File: src/rtl/acp_pkg.sv
// Shared types, codes and lookup functions for the ASCII CAN command parser.
`timescale 1ns / 1ps
`default_nettype none
package acp_pkg;

    localparam int QueueDepth = 2;

    // Result status codes.
    localparam logic [3:0] ST_OK          = 4'd0;
    localparam logic [3:0] ST_NO_INPUT    = 4'd1;
    localparam logic [3:0] ST_NO_ARG      = 4'd2;
    localparam logic [3:0] ST_BAD_CMD     = 4'd3;
    localparam logic [3:0] ST_TOO_LONG    = 4'd4;
    localparam logic [3:0] ST_BAD_BAUD    = 4'd5;
    localparam logic [3:0] ST_UNSUPPORTED = 4'd6;
    localparam logic [3:0] ST_TOO_SHORT   = 4'd7;
    localparam logic [3:0] ST_BAD_HEX     = 4'd8;
    localparam logic [3:0] ST_STD_OVF     = 4'd9;
    localparam logic [3:0] ST_EXT_OVF     = 4'd10;
    localparam logic [3:0] ST_DLC_RANGE   = 4'd11;
    localparam logic [3:0] ST_ODD_PAYLOAD = 4'd12;
    localparam logic [3:0] ST_LEN_MISMATCH = 4'd13;
    localparam logic [3:0] ST_REMOTE_DATA = 4'd14;

    // Operation codes.
    localparam logic [2:0] OP_SEND_FRAME = 3'd0;
    localparam logic [2:0] OP_OPEN       = 3'd1;
    localparam logic [2:0] OP_CLOSE      = 3'd2;
    localparam logic [2:0] OP_SET_BAUD   = 3'd3;
    localparam logic [2:0] OP_FLAG       = 3'd4;
    localparam logic [2:0] OP_VERSION    = 3'd5;
    localparam logic [2:0] OP_SERIAL     = 3'd6;

    // Character codes.
    localparam logic [7:0] CH_CR    = 8'h0D;
    localparam logic [7:0] CH_LF    = 8'h0A;
    localparam logic [7:0] CH_TAB   = 8'h09;
    localparam logic [7:0] CH_SPACE = 8'h20;
    localparam logic [7:0] CH_ZERO  = 8'h30;
    localparam logic [7:0] CH_EIGHT = 8'h38;
    localparam logic [7:0] CH_F     = 8'h46;
    localparam logic [7:0] CH_V     = 8'h56;
    localparam logic [7:0] CH_N     = 8'h4E;
    localparam logic [7:0] CH_O     = 8'h4F;
    localparam logic [7:0] CH_C     = 8'h43;
    localparam logic [7:0] CH_S_UP  = 8'h53;
    localparam logic [7:0] CH_S_LO  = 8'h73;
    localparam logic [7:0] CH_T_UP  = 8'h54;
    localparam logic [7:0] CH_T_LO  = 8'h74;
    localparam logic [7:0] CH_R_UP  = 8'h52;
    localparam logic [7:0] CH_R_LO  = 8'h72;
    localparam logic [7:0] CH_M_UP  = 8'h4D;
    localparam logic [7:0] CH_M_LO  = 8'h6D;
    localparam logic [7:0] CH_Z     = 8'h5A;

    localparam logic [31:0] STD_ID_MAX = 32'h0000_07FF;
    localparam logic [31:0] EXT_ID_MAX = 32'h1FFF_FFFF;

    // One classified character as it travels from the front to the back.
    typedef struct packed {
        logic [7:0] code;
        logic       is_cr;
        logic       is_blank;
        logic       is_hex;
        logic [3:0] hex_val;
    } t_char;

    // Saturating count: once at 30 it alternates 30/31 so parity stays exact.
    function automatic logic [4:0] sat_count(input logic [5:0] s);
        logic [4:0] r;
        begin
            if (s >= 6'd30) begin
                r = {4'b1111, s[0]};
            end else begin
                r = s[4:0];
            end
            return r;
        end
    endfunction

    function automatic logic [19:0] baud_lookup(input logic [3:0] sel);
        logic [19:0] r;
        begin
            case (sel)
                4'd0:    r = 20'd10000;
                4'd1:    r = 20'd20000;
                4'd2:    r = 20'd50000;
                4'd3:    r = 20'd100000;
                4'd4:    r = 20'd125000;
                4'd5:    r = 20'd250000;
                4'd6:    r = 20'd500000;
                4'd7:    r = 20'd800000;
                4'd8:    r = 20'd1000000;
                default: r = 20'd0;
            endcase
            return r;
        end
    endfunction

endpackage
`default_nettype wire

File: src/rtl/acp_front.sv
// Front end: classifies each received character for the back end.
`timescale 1ns / 1ps
`default_nettype none
module acp_front (
    input  wire logic [7:0]    i_code,
    output acp_pkg::t_char     o_char
);

    always_comb begin
        o_char.code     = i_code;
        o_char.is_cr    = (i_code == acp_pkg::CH_CR);
        o_char.is_blank = (i_code == acp_pkg::CH_SPACE) || (i_code == acp_pkg::CH_TAB) ||
                          (i_code == acp_pkg::CH_LF);
        o_char.is_hex   = 1'b0;
        o_char.hex_val  = 4'd0;
        if (i_code >= 8'h30 && i_code <= 8'h39) begin
            o_char.is_hex  = 1'b1;
            o_char.hex_val = i_code[3:0];
        end else if ((i_code >= 8'h61 && i_code <= 8'h66) ||
                     (i_code >= 8'h41 && i_code <= 8'h46)) begin
            o_char.is_hex  = 1'b1;
            o_char.hex_val = i_code[3:0] + 4'd9;
        end
    end

endmodule
`default_nettype wire

File: src/rtl/acp_queue.sv
// Two-entry queue of classified characters between front and back.
`timescale 1ns / 1ps
`default_nettype none
module acp_queue (
    input  wire logic          i_clk,
    input  wire logic          i_rst_n,
    input  wire logic          i_push,
    input  wire acp_pkg::t_char i_data,
    output logic               o_full,
    input  wire logic          i_pop,
    output logic               o_valid,
    output acp_pkg::t_char     o_data
);

    acp_pkg::t_char r_mem [acp_pkg::QueueDepth];
    logic       r_wr_ptr;
    logic       r_rd_ptr;
    logic [1:0] r_count;
    logic [1:0] n_count;

    assign o_full  = (r_count == 2'(acp_pkg::QueueDepth));
    assign o_valid = (r_count != 2'd0);
    assign o_data  = r_mem[r_rd_ptr];

    always_comb begin
        n_count = r_count;
        if (i_push && !i_pop) begin
            n_count = r_count + 2'd1;
        end else if (!i_push && i_pop) begin
            n_count = r_count - 2'd1;
        end
    end

    always_ff @(posedge i_clk) begin
        if (!i_rst_n) begin
            r_wr_ptr <= 1'b0;
            r_rd_ptr <= 1'b0;
            r_count  <= 2'd0;
        end else begin
            r_count <= n_count;
            if (i_push) begin
                r_wr_ptr <= ~r_wr_ptr;
            end
            if (i_pop) begin
                r_rd_ptr <= ~r_rd_ptr;
            end
        end
    end

    always_ff @(posedge i_clk) begin
        if (i_push) begin
            r_mem[r_wr_ptr] <= i_data;
        end
    end

endmodule
`default_nettype wire

File: src/rtl/acp_back.sv
// Back end: line state, per-character field update and result register.
`timescale 1ns / 1ps
`default_nettype none
module acp_back (
    input  wire logic          i_clk,
    input  wire logic          i_rst_n,
    input  wire logic          i_in_valid,
    input  wire acp_pkg::t_char i_char,
    output logic               o_pop,
    output logic               o_valid,
    input  wire logic          i_ready,
    output logic [3:0]         o_status,
    output logic [2:0]         o_op_kind,
    output logic [28:0]        o_frame_id,
    output logic               o_ext_frame,
    output logic               o_is_remote,
    output logic [3:0]         o_data_length,
    output logic [63:0]        o_payload,
    output logic [19:0]        o_baud_rate
);

    logic        r_line_started, n_line_started;
    logic [7:0]  r_cmd, n_cmd;
    logic [4:0]  r_arg_len, n_arg_len;
    logic [4:0]  r_pend, n_pend;
    logic [31:0] r_id, n_id;
    logic [3:0]  r_len_digit, n_len_digit;
    logic [63:0] r_data, n_data;
    logic [3:0]  r_upper, n_upper;
    logic [3:0]  r_hdr_err, n_hdr_err;
    logic        r_pay_bad, n_pay_bad;

    logic        r_out_valid;
    logic [3:0]  r_status, f_status;
    logic [2:0]  r_op, f_op;
    logic [28:0] r_fid, f_fid;
    logic        r_ext, f_ext;
    logic        r_rem, f_rem;
    logic [3:0]  r_dl, f_dl;
    logic [63:0] r_pay, f_pay;
    logic [19:0] r_baud, f_baud;

    logic        is_frame_cmd;
    logic        is_ext_cmd;
    logic        is_rem_cmd;
    logic [4:0]  idlen;
    logic        pop_cr;

    assign is_ext_cmd   = (r_cmd == acp_pkg::CH_T_UP) || (r_cmd == acp_pkg::CH_R_UP);
    assign is_rem_cmd   = (r_cmd == acp_pkg::CH_R_LO) || (r_cmd == acp_pkg::CH_R_UP);
    assign is_frame_cmd = is_ext_cmd || is_rem_cmd || (r_cmd == acp_pkg::CH_T_LO);
    assign idlen        = is_ext_cmd ? 5'd8 : 5'd3;

    // A line end can leave only when the result register is free or is being read out.
    assign o_pop  = i_in_valid && (!i_char.is_cr || !r_out_valid || i_ready);
    assign pop_cr = o_pop && i_char.is_cr;

    // Per-character state update; pending blanks are folded in before the character.
    always_comb begin
        logic [5:0] sum_b;
        logic [4:0] pos;
        logic [4:0] q;
        logic [7:0] byte_v;
        n_line_started = r_line_started;
        n_cmd          = r_cmd;
        n_arg_len      = r_arg_len;
        n_pend         = r_pend;
        n_id           = r_id;
        n_len_digit    = r_len_digit;
        n_data         = r_data;
        n_upper        = r_upper;
        n_hdr_err      = r_hdr_err;
        n_pay_bad      = r_pay_bad;
        sum_b          = {1'b0, r_arg_len} + {1'b0, r_pend};
        pos            = acp_pkg::sat_count(sum_b);
        q              = pos - idlen - 5'd1;
        byte_v         = {r_upper, i_char.hex_val};
        if (o_pop) begin
            if (i_char.is_cr) begin
                n_line_started = 1'b0;
                n_cmd          = 8'd0;
                n_arg_len      = 5'd0;
                n_pend         = 5'd0;
                n_id           = 32'd0;
                n_len_digit    = 4'd0;
                n_data         = 64'd0;
                n_upper        = 4'd0;
                n_hdr_err      = acp_pkg::ST_OK;
                n_pay_bad      = 1'b0;
            end else if (i_char.is_blank) begin
                if (r_line_started) begin
                    n_pend = acp_pkg::sat_count({1'b0, r_pend} + 6'd1);
                end
            end else if (!r_line_started) begin
                n_line_started = 1'b1;
                n_cmd          = i_char.code;
            end else begin
                // Blanks inside the line are non-hex argument characters.
                if (r_pend != 5'd0) begin
                    if (r_cmd == acp_pkg::CH_S_UP && r_arg_len == 5'd0) begin
                        n_id = {24'd0, acp_pkg::CH_SPACE};
                    end else if (is_frame_cmd) begin
                        if (r_arg_len <= idlen && n_hdr_err == acp_pkg::ST_OK) begin
                            n_hdr_err = acp_pkg::ST_BAD_HEX;
                        end
                        if (sum_b > {1'b0, idlen} + 6'd1) begin
                            n_pay_bad = 1'b1;
                        end
                    end
                end
                if (r_cmd == acp_pkg::CH_S_UP && pos == 5'd0) begin
                    n_id = {24'd0, i_char.code};
                end else if (is_frame_cmd) begin
                    if (pos < idlen) begin
                        if (!i_char.is_hex) begin
                            if (n_hdr_err == acp_pkg::ST_OK) begin
                                n_hdr_err = acp_pkg::ST_BAD_HEX;
                            end
                        end else begin
                            n_id = {r_id[27:0], i_char.hex_val};
                        end
                        if (pos == idlen - 5'd1 && n_hdr_err == acp_pkg::ST_OK) begin
                            if (is_ext_cmd) begin
                                if (n_id > acp_pkg::EXT_ID_MAX) begin
                                    n_hdr_err = acp_pkg::ST_EXT_OVF;
                                end
                            end else if (n_id > acp_pkg::STD_ID_MAX) begin
                                n_hdr_err = acp_pkg::ST_STD_OVF;
                            end
                        end
                    end else if (pos == idlen) begin
                        if (n_hdr_err == acp_pkg::ST_OK) begin
                            if (!i_char.is_hex) begin
                                n_hdr_err = acp_pkg::ST_BAD_HEX;
                            end else if (i_char.hex_val > 4'd8) begin
                                n_hdr_err = acp_pkg::ST_DLC_RANGE;
                            end else begin
                                n_len_digit = i_char.hex_val;
                            end
                        end
                    end else begin
                        if (!i_char.is_hex) begin
                            n_pay_bad = 1'b1;
                        end else if (q < 5'd16) begin
                            if (!q[0]) begin
                                n_upper = i_char.hex_val;
                            end else begin
                                for (int i = 0; i < 8; i++) begin
                                    if (q[3:1] == 3'(i)) begin
                                        n_data[i*8 +: 8] = r_data[i*8 +: 8] | byte_v;
                                    end
                                end
                            end
                        end
                    end
                end
                n_arg_len = acp_pkg::sat_count(sum_b + 6'd1);
                n_pend    = 5'd0;
            end
        end
    end

    // Line-end decode from the collected state.
    always_comb begin
        logic [4:0] plen;
        plen   = r_arg_len - idlen - 5'd1;
        f_status = acp_pkg::ST_OK;
        f_op     = acp_pkg::OP_SEND_FRAME;
        f_fid    = 29'd0;
        f_ext    = 1'b0;
        f_rem    = 1'b0;
        f_dl     = 4'd0;
        f_pay    = 64'd0;
        f_baud   = 20'd0;
        if (!r_line_started) begin
            f_status = acp_pkg::ST_NO_INPUT;
        end else if (r_arg_len == 5'd0) begin
            unique case (r_cmd)
                acp_pkg::CH_F: f_op = acp_pkg::OP_FLAG;
                acp_pkg::CH_V: f_op = acp_pkg::OP_VERSION;
                acp_pkg::CH_N: f_op = acp_pkg::OP_SERIAL;
                acp_pkg::CH_O: f_op = acp_pkg::OP_OPEN;
                acp_pkg::CH_C: f_op = acp_pkg::OP_CLOSE;
                acp_pkg::CH_S_UP, acp_pkg::CH_S_LO, acp_pkg::CH_T_LO, acp_pkg::CH_R_LO,
                acp_pkg::CH_T_UP, acp_pkg::CH_R_UP, acp_pkg::CH_M_UP, acp_pkg::CH_M_LO,
                acp_pkg::CH_Z: f_status = acp_pkg::ST_NO_ARG;
                default: f_status = acp_pkg::ST_BAD_CMD;
            endcase
        end else if (r_cmd == acp_pkg::CH_S_UP) begin
            if (r_arg_len > 5'd1) begin
                f_status = acp_pkg::ST_TOO_LONG;
            end else if (r_id < {24'd0, acp_pkg::CH_ZERO} ||
                         r_id > {24'd0, acp_pkg::CH_EIGHT}) begin
                f_status = acp_pkg::ST_BAD_BAUD;
            end else begin
                f_op   = acp_pkg::OP_SET_BAUD;
                f_baud = acp_pkg::baud_lookup(r_id[3:0]);
            end
        end else if (r_cmd == acp_pkg::CH_S_LO || r_cmd == acp_pkg::CH_M_UP ||
                     r_cmd == acp_pkg::CH_M_LO || r_cmd == acp_pkg::CH_Z) begin
            f_status = acp_pkg::ST_UNSUPPORTED;
        end else if (is_frame_cmd) begin
            if (r_arg_len < idlen + 5'd1) begin
                f_status = acp_pkg::ST_TOO_SHORT;
            end else if (r_hdr_err != acp_pkg::ST_OK) begin
                f_status = r_hdr_err;
            end else if (is_rem_cmd) begin
                if (plen != 5'd0) begin
                    f_status = acp_pkg::ST_REMOTE_DATA;
                end
            end else if (plen[0]) begin
                f_status = acp_pkg::ST_ODD_PAYLOAD;
            end else if (plen != {r_len_digit, 1'b0}) begin
                f_status = acp_pkg::ST_LEN_MISMATCH;
            end else if (r_pay_bad) begin
                f_status = acp_pkg::ST_BAD_HEX;
            end
            if (f_status == acp_pkg::ST_OK) begin
                f_fid = r_id[28:0];
                f_ext = is_ext_cmd;
                f_rem = is_rem_cmd;
                if (!is_rem_cmd) begin
                    f_dl  = r_len_digit;
                    f_pay = r_data;
                end
            end
        end else begin
            f_status = acp_pkg::ST_BAD_CMD;
        end
    end

    always_ff @(posedge i_clk) begin
        if (!i_rst_n) begin
            r_line_started <= 1'b0;
            r_cmd          <= 8'd0;
            r_arg_len      <= 5'd0;
            r_pend         <= 5'd0;
            r_id           <= 32'd0;
            r_len_digit    <= 4'd0;
            r_data         <= 64'd0;
            r_upper        <= 4'd0;
            r_hdr_err      <= acp_pkg::ST_OK;
            r_pay_bad      <= 1'b0;
            r_out_valid    <= 1'b0;
        end else begin
            r_line_started <= n_line_started;
            r_cmd          <= n_cmd;
            r_arg_len      <= n_arg_len;
            r_pend         <= n_pend;
            r_id           <= n_id;
            r_len_digit    <= n_len_digit;
            r_data         <= n_data;
            r_upper        <= n_upper;
            r_hdr_err      <= n_hdr_err;
            r_pay_bad      <= n_pay_bad;
            if (pop_cr) begin
                r_out_valid <= 1'b1;
            end else if (i_ready) begin
                r_out_valid <= 1'b0;
            end
        end
    end

    always_ff @(posedge i_clk) begin
        if (pop_cr) begin
            r_status <= f_status;
            r_op     <= f_op;
            r_fid    <= f_fid;
            r_ext    <= f_ext;
            r_rem    <= f_rem;
            r_dl     <= f_dl;
            r_pay    <= f_pay;
            r_baud   <= f_baud;
        end
    end

    assign o_valid       = r_out_valid;
    assign o_status      = r_status;
    assign o_op_kind     = r_op;
    assign o_frame_id    = r_fid;
    assign o_ext_frame   = r_ext;
    assign o_is_remote   = r_rem;
    assign o_data_length = r_dl;
    assign o_payload     = r_pay;
    assign o_baud_rate   = r_baud;

endmodule
`default_nettype wire

File: src/rtl/ascii_can_command_parser.sv
// A line end passes through the queue and then the result register before o_valid rises.
// Throughput: one character per cycle while o_ready is high; the back end retires one queued
// character a cycle; a line end waits in the two-entry queue while the result register is held.
// Reset: synchronous, active low; clears the queue, line state and result valid.
// Top level of the ASCII CAN command parser.
`timescale 1ns / 1ps
`default_nettype none
module ascii_can_command_parser (
    input  wire logic        i_clk,
    input  wire logic        i_rst_n,
    input  wire logic        i_valid,
    output logic             o_ready,
    input  wire logic [7:0]  i_char_code,
    output logic             o_valid,
    input  wire logic        i_ready,
    output logic [3:0]       o_status,
    output logic [2:0]       o_op_kind,
    output logic [28:0]      o_frame_id,
    output logic             o_ext_frame,
    output logic             o_is_remote,
    output logic [3:0]       o_data_length,
    output logic [63:0]      o_payload,
    output logic [19:0]      o_baud_rate
);

    acp_pkg::t_char front_char;
    acp_pkg::t_char q_char;
    logic           q_full;
    logic           q_valid;
    logic           q_pop;

    assign o_ready = !q_full;

    acp_front u_front (
        .i_code (i_char_code),
        .o_char (front_char)
    );

    acp_queue u_queue (
        .i_clk   (i_clk),
        .i_rst_n (i_rst_n),
        .i_push  (i_valid && !q_full),
        .i_data  (front_char),
        .o_full  (q_full),
        .i_pop   (q_pop),
        .o_valid (q_valid),
        .o_data  (q_char)
    );

    acp_back u_back (
        .i_clk         (i_clk),
        .i_rst_n       (i_rst_n),
        .i_in_valid    (q_valid),
        .i_char        (q_char),
        .o_pop         (q_pop),
        .o_valid       (o_valid),
        .i_ready       (i_ready),
        .o_status      (o_status),
        .o_op_kind     (o_op_kind),
        .o_frame_id    (o_frame_id),
        .o_ext_frame   (o_ext_frame),
        .o_is_remote   (o_is_remote),
        .o_data_length (o_data_length),
        .o_payload     (o_payload),
        .o_baud_rate   (o_baud_rate)
    );

`ifndef SYNTHESIS
    a_full_not_empty: assert property (@(posedge i_clk) disable iff (!i_rst_n)
        !o_ready |-> q_valid)
        else $error("queue full while empty");

    a_error_clears_fields: assert property (@(posedge i_clk) disable iff (!i_rst_n)
        (o_valid && o_status != acp_pkg::ST_OK) |->
        (o_baud_rate == 20'd0 && o_payload == 64'd0 && o_frame_id == 29'd0))
        else $error("error result carries data");

    a_baud_set: assert property (@(posedge i_clk) disable iff (!i_rst_n)
        (o_valid && o_status == acp_pkg::ST_OK && o_op_kind == acp_pkg::OP_SET_BAUD) |->
        (o_baud_rate != 20'd0))
        else $error("set-baud result without a rate");

    a_pop_needs_entry: assert property (@(posedge i_clk) disable iff (!i_rst_n)
        q_pop |-> q_valid)
        else $error("back end took from an empty queue");
`endif

endmodule
`default_nettype wire

File: config.mk
export PLATFORM = sky130hd
export DESIGN_NAME = ascii_can_command_parser
export DESIGN_NICKNAME = d
export VERILOG_FILES = /design/src/rtl/acp_pkg.sv /design/src/rtl/acp_front.sv /design/src/rtl/acp_queue.sv /design/src/rtl/acp_back.sv /design/src/rtl/ascii_can_command_parser.sv
export SDC_FILE = /design/constraint.sdc
export NUM_CORES = 1
export LEC_CHECK = 0
export ABC_AREA = 1
export ABC_CLOCK_PERIOD_IN_PS = 5200
export BUFFER_PORTS_ARGS = -buffer_cell sky130_fd_sc_hd__buf_2
export CAP_MARGIN = 20
export CORE_MARGIN = 4
export CORE_UTILIZATION = 59
export DETAILED_ROUTE_END_ITERATION = 12
export PLACE_DENSITY = 0.8
export SKIP_LAST_GASP = 1
export SLEW_MARGIN = 10
export SYNTH_ARGS = -nofsm -noshare
export SYNTH_HDL_FRONTEND = slang
export SYNTH_SLANG_ARGS = --single-unit
File: constraint.sdc
create_clock -name i_clk -period 5.2 [get_ports i_clk]
set_input_delay 1.04 -clock i_clk [delete_from_list [all_inputs] [get_ports i_clk]]
set_output_delay 1.04 -clock i_clk [all_outputs]
set_load 0.03 [all_outputs]
==> flow_summary.yaml, run 1 <==
timing:
  setup_ws_ns: 0.785
  slew_violations: 0
  rsz0062_at_grt: "no"
  fin_hold_ws_ns: 0.461
  period_minus_slack_ns: 4.41
  slew_headroom_pct: 26.0
  tns_ns: 0
  timing.fmax_mhz: 227
  setup_viol: 0
  tightest_slew_ns: 1.11
  finalCritPeriodShare_pct: 84.9
  finClkSkew_ns: 0.00871
  hold_viol_final: 0
cts:
  cts_max_level: 1
  cts.root.buffer_cell: "clkbuf_16"
  clk_latency_ns: 0.55
  ctsLongestPathBuffers: 3
  path_clk_slew_ns: 0.06
  ctsResizeCount: 0
  numCtsBuffers: 29
  holdBufCountCts: 0
  clock_sinks: 287
  postCtsSetupBuffers: 0
  cts_tree: "built"
detailed_routing:
  dr_wl_met2_um: 14800
  wl_met1_um: 14100
  dr.first_iter.drc_count: 1051
  wire_per_inst_um: 16.4
  totalWireLength_um: 32600
  dr_total_vias: 11200
  dr_wl_met3_um: 2870
  avgViaCountPerCell: 5.62
  antenna_left: 0
  drc: 0
  top_layer: "met4"
  first_pass_iters: 6
floorplan:
  die_area_um2: 25600
  die_width_um: 160
  io_pins: 140
  core-area_um2: 22600
  start_util_pct: 60.1
  num_rows: 55
  fp.dieH_um: 160
logic_synthesis:
  ys_seq_area_share_pct: 53.5
  yosysUniqueCellTypes: 59
  yosys.area.top_type: "edfxtp_1"
  ys_ff_latch: 287
  synth_warnings: 0
  syn-cell-area_um2: 13600
  yosys-top-cells-area: "edfxtp_1 (34%), dfxtp_1 (20%), nand2_1 (7.3%)"
  ys.flop_type: "edfxtp_1"
  ys_async_sr_fraction_pct: 0
  yosysMostFrequentCell: "nand2_1"
  netlist_instances: 1561
  synth_edf_count: 153
  yosys.area.top_type_share_pct: 33.8
  synth_commonest_cells: "nand2_1 (266), inv_1 (186), nor2_1 (173)"
  syn_area_per_cell_um2: 8.72
grt:
  track_usage_pct: 24.8
  grt_start_max_net_pins: 68
  grt_pass1_wl_um: 52800
  grt_antenna_before_repair: 0
  grt_pass1_vias: 10500
  gr-total-overflow: 0
final_layout:
  stdcell_count: 1988
  multi_input_area_um2: 5250
  nNetsFinal: 1728
  seqCellArea_um2: 7280
  drive_gt1_share_pct: 16.2
  antenna_cells: 0
  syn2layout_area_growth_pct: 13.1
  postLayoutCellArea_um2: 15400
  fillers: 1752
setup_path:
  worstPathArrival_ns: 4.80
  startpoint_type: "register"
  cp_max_fo: 22
  r2r_cells: 19
  crit_required_ns: 5.58
  cp-end-kind: "register"
  slowest_stage: "fa_1"
  path_common_cell: "ha_1"
  r2r_slack_ns: 0.79
  r2r_end: "u_back.r_id[18]$_SDFFE_PN0P_"
  slowest_delay_ns: 0.57
  r2r-start: "u_back.r_pend[0]$_SDFFE_PN0P_"
  worstSetupPathType: "register to register"
  crit_chain: "ha_1, fa_1, ha_1, o21a_1, nand3_2, nand3_1, ha_1, nand2_1, nor2_1, nand3_1, o21ai_1, inv_1, nand2_1, nor2_4, inv_1, buf_4, a21oi_1, o21ai_0, o21ai_0"
worst_hold_path:
  min_path_cells: 2
  min-delay-start: "u_back.r_data[24]$_SDFFE_PN0P_"
  whs_endpoint: "u_back.r_data[24]$_SDFFE_PN0P_"
  hp-class: "register to register"
placed_design:
  gp_congestion: 0.934
  io_buffers: 136
  dp_worst_setup_slack_ns: 0.888
  dpl_cell_area_um2: 14400
  dp_cells: 1934
  dp.final_hpwl_um: 22700
power_and_ir_drop:
  powerDensity_nw_per_um2: 465
  p_leak_nw: 5.99
  ir_drop_v: 0.000469
status:
  outcome: "completed"
run:
  drv_cap: 0
==> where the power goes <==
part           internal, mW  total, mW  switching [mW]
registers              2.83       3.00           0.169
logic                 0.459       2.11            1.65
clock network          1.17       2.03           0.867
total                  4.46       7.15            2.69
==> critical path, delay by kind of cell, from the launching register on <==
kind / cells / cell delay, ns
buffers and inverters: 3 / 0.75
AOI/OAI and AO/OA: 5 / 0.61
DFF: 1 / 0.38
adders and majority gates: 4 / 1.48
and+or+nand+nor: 7 / 1.04
==> flip-flops by register name, summed over array words and instances (netlist names), 2 cells and up, named ones only <==
name                  count
u_back.r_len_digit        4
u_queue.r_mem            30
u_back.o_frame_id        29
u_back.r_pend             5
u_queue.r_count           2
u_back.r_upper            4
u_back.r_arg_len          5
u_back.o_baud_rate       17
u_back.o_op_kind          3
u_back.r_hdr_err          4
u_back.r_data            64
u_back.o_payload         64
u_back.o_data_length      4
u_back.r_id              32
u_back.r_cmd              8
u_back.o_status           4
==> final cells by class <==
| cell class | count | share of cell area (%) |
|---|---|---|
| Sequential cell | 287 | 47.3 |
| Multi-Input combinational cell | 1011 | 34.1 |
| Timing Repair Buffer | 149 | 5.22 |
| Clock buffer | 34 | 5.03 |
| Inverter | 202 | 4.96 |
| Tap cell | 285 | 2.32 |
| Clock inverter | 20 | 1.07 |
==> layer usage <==
layer / track usage, % / vias up
met2: 39.8 / 487
met3: 4.39 / 79
met1: 35.0 / 5180
met4: 6.73 / 0
met5: 0 / -
li1: - / 5431
==> worst max-delay path by stage <==
stage                                        from                                    to
floorplan                                 i_ready  u_back.o_baud_rate[10]$_SDFFCE_PP0P_
global placement    u_back.r_pend[0]$_SDFFE_PN0P_          u_back.r_id[23]$_SDFFE_PN0P_
detailed placement  u_back.r_pend[0]$_SDFFE_PN0P_          u_back.r_id[19]$_SDFFE_PN0P_
CTS                 u_back.r_pend[0]$_SDFFE_PN0P_          u_back.r_id[27]$_SDFFE_PN0P_
global route        u_back.r_pend[0]$_SDFFE_PN0P_          u_back.r_id[27]$_SDFFE_PN0P_
finish              u_back.r_pend[0]$_SDFFE_PN0P_          u_back.r_id[18]$_SDFFE_PN0P_
==> cells by family (layout without fill, tap and decap cells) <==
| family | after synthesis | in the layout | share of synthesized area [%] |
|---|---|---|---|
| xor+xnor | 13 | 13 | 0.837 |
| buf+inv | 265 | 405 | 8.12 |
| mux | 8 | 8 | 0.588 |
| flops | 287 | 287 | 53.5 |
| other cells | 1 | 3 | 0.0276 |
| compound gates | 282 | 282 | 11.5 |
| fa+ha+maj | 37 | 37 | 3.55 |
| simple gates | 668 | 668 | 21.9 |
==> through the flow <==
step                      utilization (%)  power, mW
after floorplan                         -       4.56
after global placement               63.8       5.11
after detailed placement             63.8       5.15
after CTS                            68.0       7.16
after global routing                 68.0       7.48
final                                68.0       7.15
==> cells in the final DEF (no fill, tap or decap), drive strengths merged, types with 2 or more instances in the layout <==
cell	n
o21a	6
o32ai	2
ha	33
buf	149
a211oi	2
nand2	273
inv	200
conb	3
nor2	201
a31oi	3
clkinv	15
nand3	137
a21boi	2
nand4	22
nor4	7
clkinvlp	5
o31ai	5
o22ai	3
o21ai	99
a21oi	142
a22oi	2
a31o	2
or2	7
bufinv	2
nor3	15
o211ai	7
nand3b	4
xnor2	4
edfxtp	153
fa	3
xor2	9
dfxtp	134
clkbuf	34
mux2i	8
(Power assumes the default switching activity.)
==> run 2: changes to the inputs <==
--- a/config.mk
+++ b/config.mk
@@ -6,7 +6,7 @@
 export NUM_CORES = 1
 export LEC_CHECK = 0
 export ABC_AREA = 1
-export ABC_CLOCK_PERIOD_IN_PS = 5200
+export ABC_CLOCK_PERIOD_IN_PS = 4510
 export BUFFER_PORTS_ARGS = -buffer_cell sky130_fd_sc_hd__buf_2
 export CAP_MARGIN = 20
 export CORE_MARGIN = 4
==> constraint.sdc (replaced) <==
create_clock -name i_clk -period 4.51 [get_ports i_clk]
set_input_delay 0.902 -clock i_clk [delete_from_list [all_inputs] [get_ports i_clk]]
set_output_delay 0.902 -clock i_clk [all_outputs]
set_load 0.03 [all_outputs]
==> flow_summary.yaml, run 2 (synthesized netlist as in run 1, its figures left out) <==
status:
  outcome: "completed"
final_layout:
  antenna_cells: 0
  nNetsFinal: 1736
  syn2layout_area_growth_pct: 13.8
  drive_gt1_share_pct: 16.4
  final_common_cell: "nand2_1"
  stdcell_count: 1996
  layout_common_cells: "nand2_1 (265), inv_1 (185), nor2_1 (173)"
  fillers: 1766
  seqCellArea_um2: 7280
  postLayoutCellArea_um2: 15500
  multi_input_area_um2: 5250
setup_path:
  crit_required_ns: 4.92
  startpoint_type: "register"
  cp-end-kind: "register"
  worstPathArrival_ns: 4.49
  r2r_slack_ns: 0.43
  worstSetupPathType: "register to register"
  r2r_cells: 20
  cp_max_fo: 28
floorplan:
  core-area_um2: 22600
  die_width_um: 160
  die_area_um2: 25600
  io_pins: 140
  start_util_pct: 60.1
  fp.dieH_um: 160
  num_rows: 55
cts:
  postCtsSetupBuffers: 0
  ctsResizeCount: 0
  holdBufCountCts: 0
  clock_sinks: 287
  numCtsBuffers: 29
  path_clk_slew_ns: 0.06
  cts_max_level: 1
  ctsLongestPathBuffers: 3
  clk_latency_ns: 0.55
  cts.root.buffer_cell: "clkbuf_16"
  cts_tree: "built"
timing:
  period_minus_slack_ns: 4.08
  slew_violations: 0
  rsz0062_at_grt: "no"
  finClkSkew_ns: 0.0138
  slew_headroom_pct: 38.8
  hold_viol_final: 0
  setup_viol: 0
  tightest_slew_ns: 0.918
  finalCritPeriodShare_pct: 90.5
  timing.fmax_mhz: 245
  tns_ns: 0
grt:
  grt_start_max_net_pins: 50
  grt_pass1_wl_um: 52600
  gr-total-overflow: 0
  grt_antenna_before_repair: 0
  grt_pass1_vias: 10500
  track_usage_pct: 24.6
detailed_routing:
  avgViaCountPerCell: 5.64
  first_pass_iters: 6
  totalWireLength_um: 32400
  drc: 0
  dr_total_vias: 11300
  antenna_left: 0
  wire_per_inst_um: 16.3
  dr.first_iter.drc_count: 975
placed_design:
  gp_congestion: 1.01
  dp_cells: 1942
  dpl_cell_area_um2: 14500
  dp.final_hpwl_um: 22500
  io_buffers: 136
run:
  drv_cap: 0
power_and_ir_drop:
  p_leak_nw: 6.05
  ir_drop_v: 0.000355
  powerDensity_nw_per_um2: 540
  p_total_mw: 8.36
worst_hold_path:
  min_path_cells: 1
  hp-class: "register to register"
[run 2: layout make-up]
type,count,area share (%)
sequential,287,47.0
clock buffer,30,4.71
multi-input combinational,1011,33.9
clock inverter,24,1.47
timing repair buffer,157,5.74
inverter,202,4.93
tap,285,2.30
[run 2: power breakdown]
group	switching, mW	internal (mW)	leakage [nW]
Sequential	0.204	3.26	2.54
Combinational	1.92	0.573	3.04
Clock	0.997	1.40	0.470
Total	3.12	5.24	6.05
[run 2: critical path: stages, from the launching register on]
cell	delay, ns
dfxtp_1	0.33
inv_2	0.05
nand2_1	0.13
nor2_1	0.25
nand2_1	0.11
nand2_1	0.19
ha_1	0.20
inv_1	0.06
fa_1	0.43
nand2_1	0.09
a21oi_1	0.07
xor2_1	0.24
nand3_1	0.16
nand3_1	0.12
o21ai_1	0.07
nor2_1	0.15
nand2_1	0.10
nor3_2	0.26
nand4_4	0.43
buf_4	0.37
nor2_1	0.12
[run 2: worst paths after layout]
kind,start,end
worst max-delay path,u_back.r_cmd[7]$_SDFFE_PN0P_,u_back.o_payload[12]$_SDFFCE_PP0P_
worst min-delay path,u_queue.r_rd_ptr$_SDFFE_PN0P_,u_queue.r_rd_ptr$_SDFFE_PN0P_
worst max register to register,u_back.r_cmd[7]$_SDFFE_PN0P_,u_back.o_payload[12]$_SDFFCE_PP0P_
worst min register to register,u_queue.r_rd_ptr$_SDFFE_PN0P_,u_queue.r_rd_ptr$_SDFFE_PN0P_
[run 2: metrics by stage]
stage / utilization [%] / setup WS (ns) / hold WS, ns
floorplan: - / 0.356 / 0.425
CTS: 68.4 / 0.472 / 0.455
detailed placement: 64.2 / 0.533 / 0.446
global placement: 64.1 / 0.609 / 0.438
global route: 68.4 / 0.130 / 0.474
finish: 68.4 / 0.427 / 0.455
[run 2: layer usage]
metal | GRT usage [%] | part of all wire (%) | vias up | wire (µm)
met2 | 40.1 | 46 | 493 | 15100
met5 | 0 | 0 | - | 0
met4 | 7.08 | 2.5 | 0 | 807
met3 | 4.31 | 8.7 | 76 | 2820
met1 | 34.3 | 42 | 5240 | 13700
li1 | - | - | 5455 | -
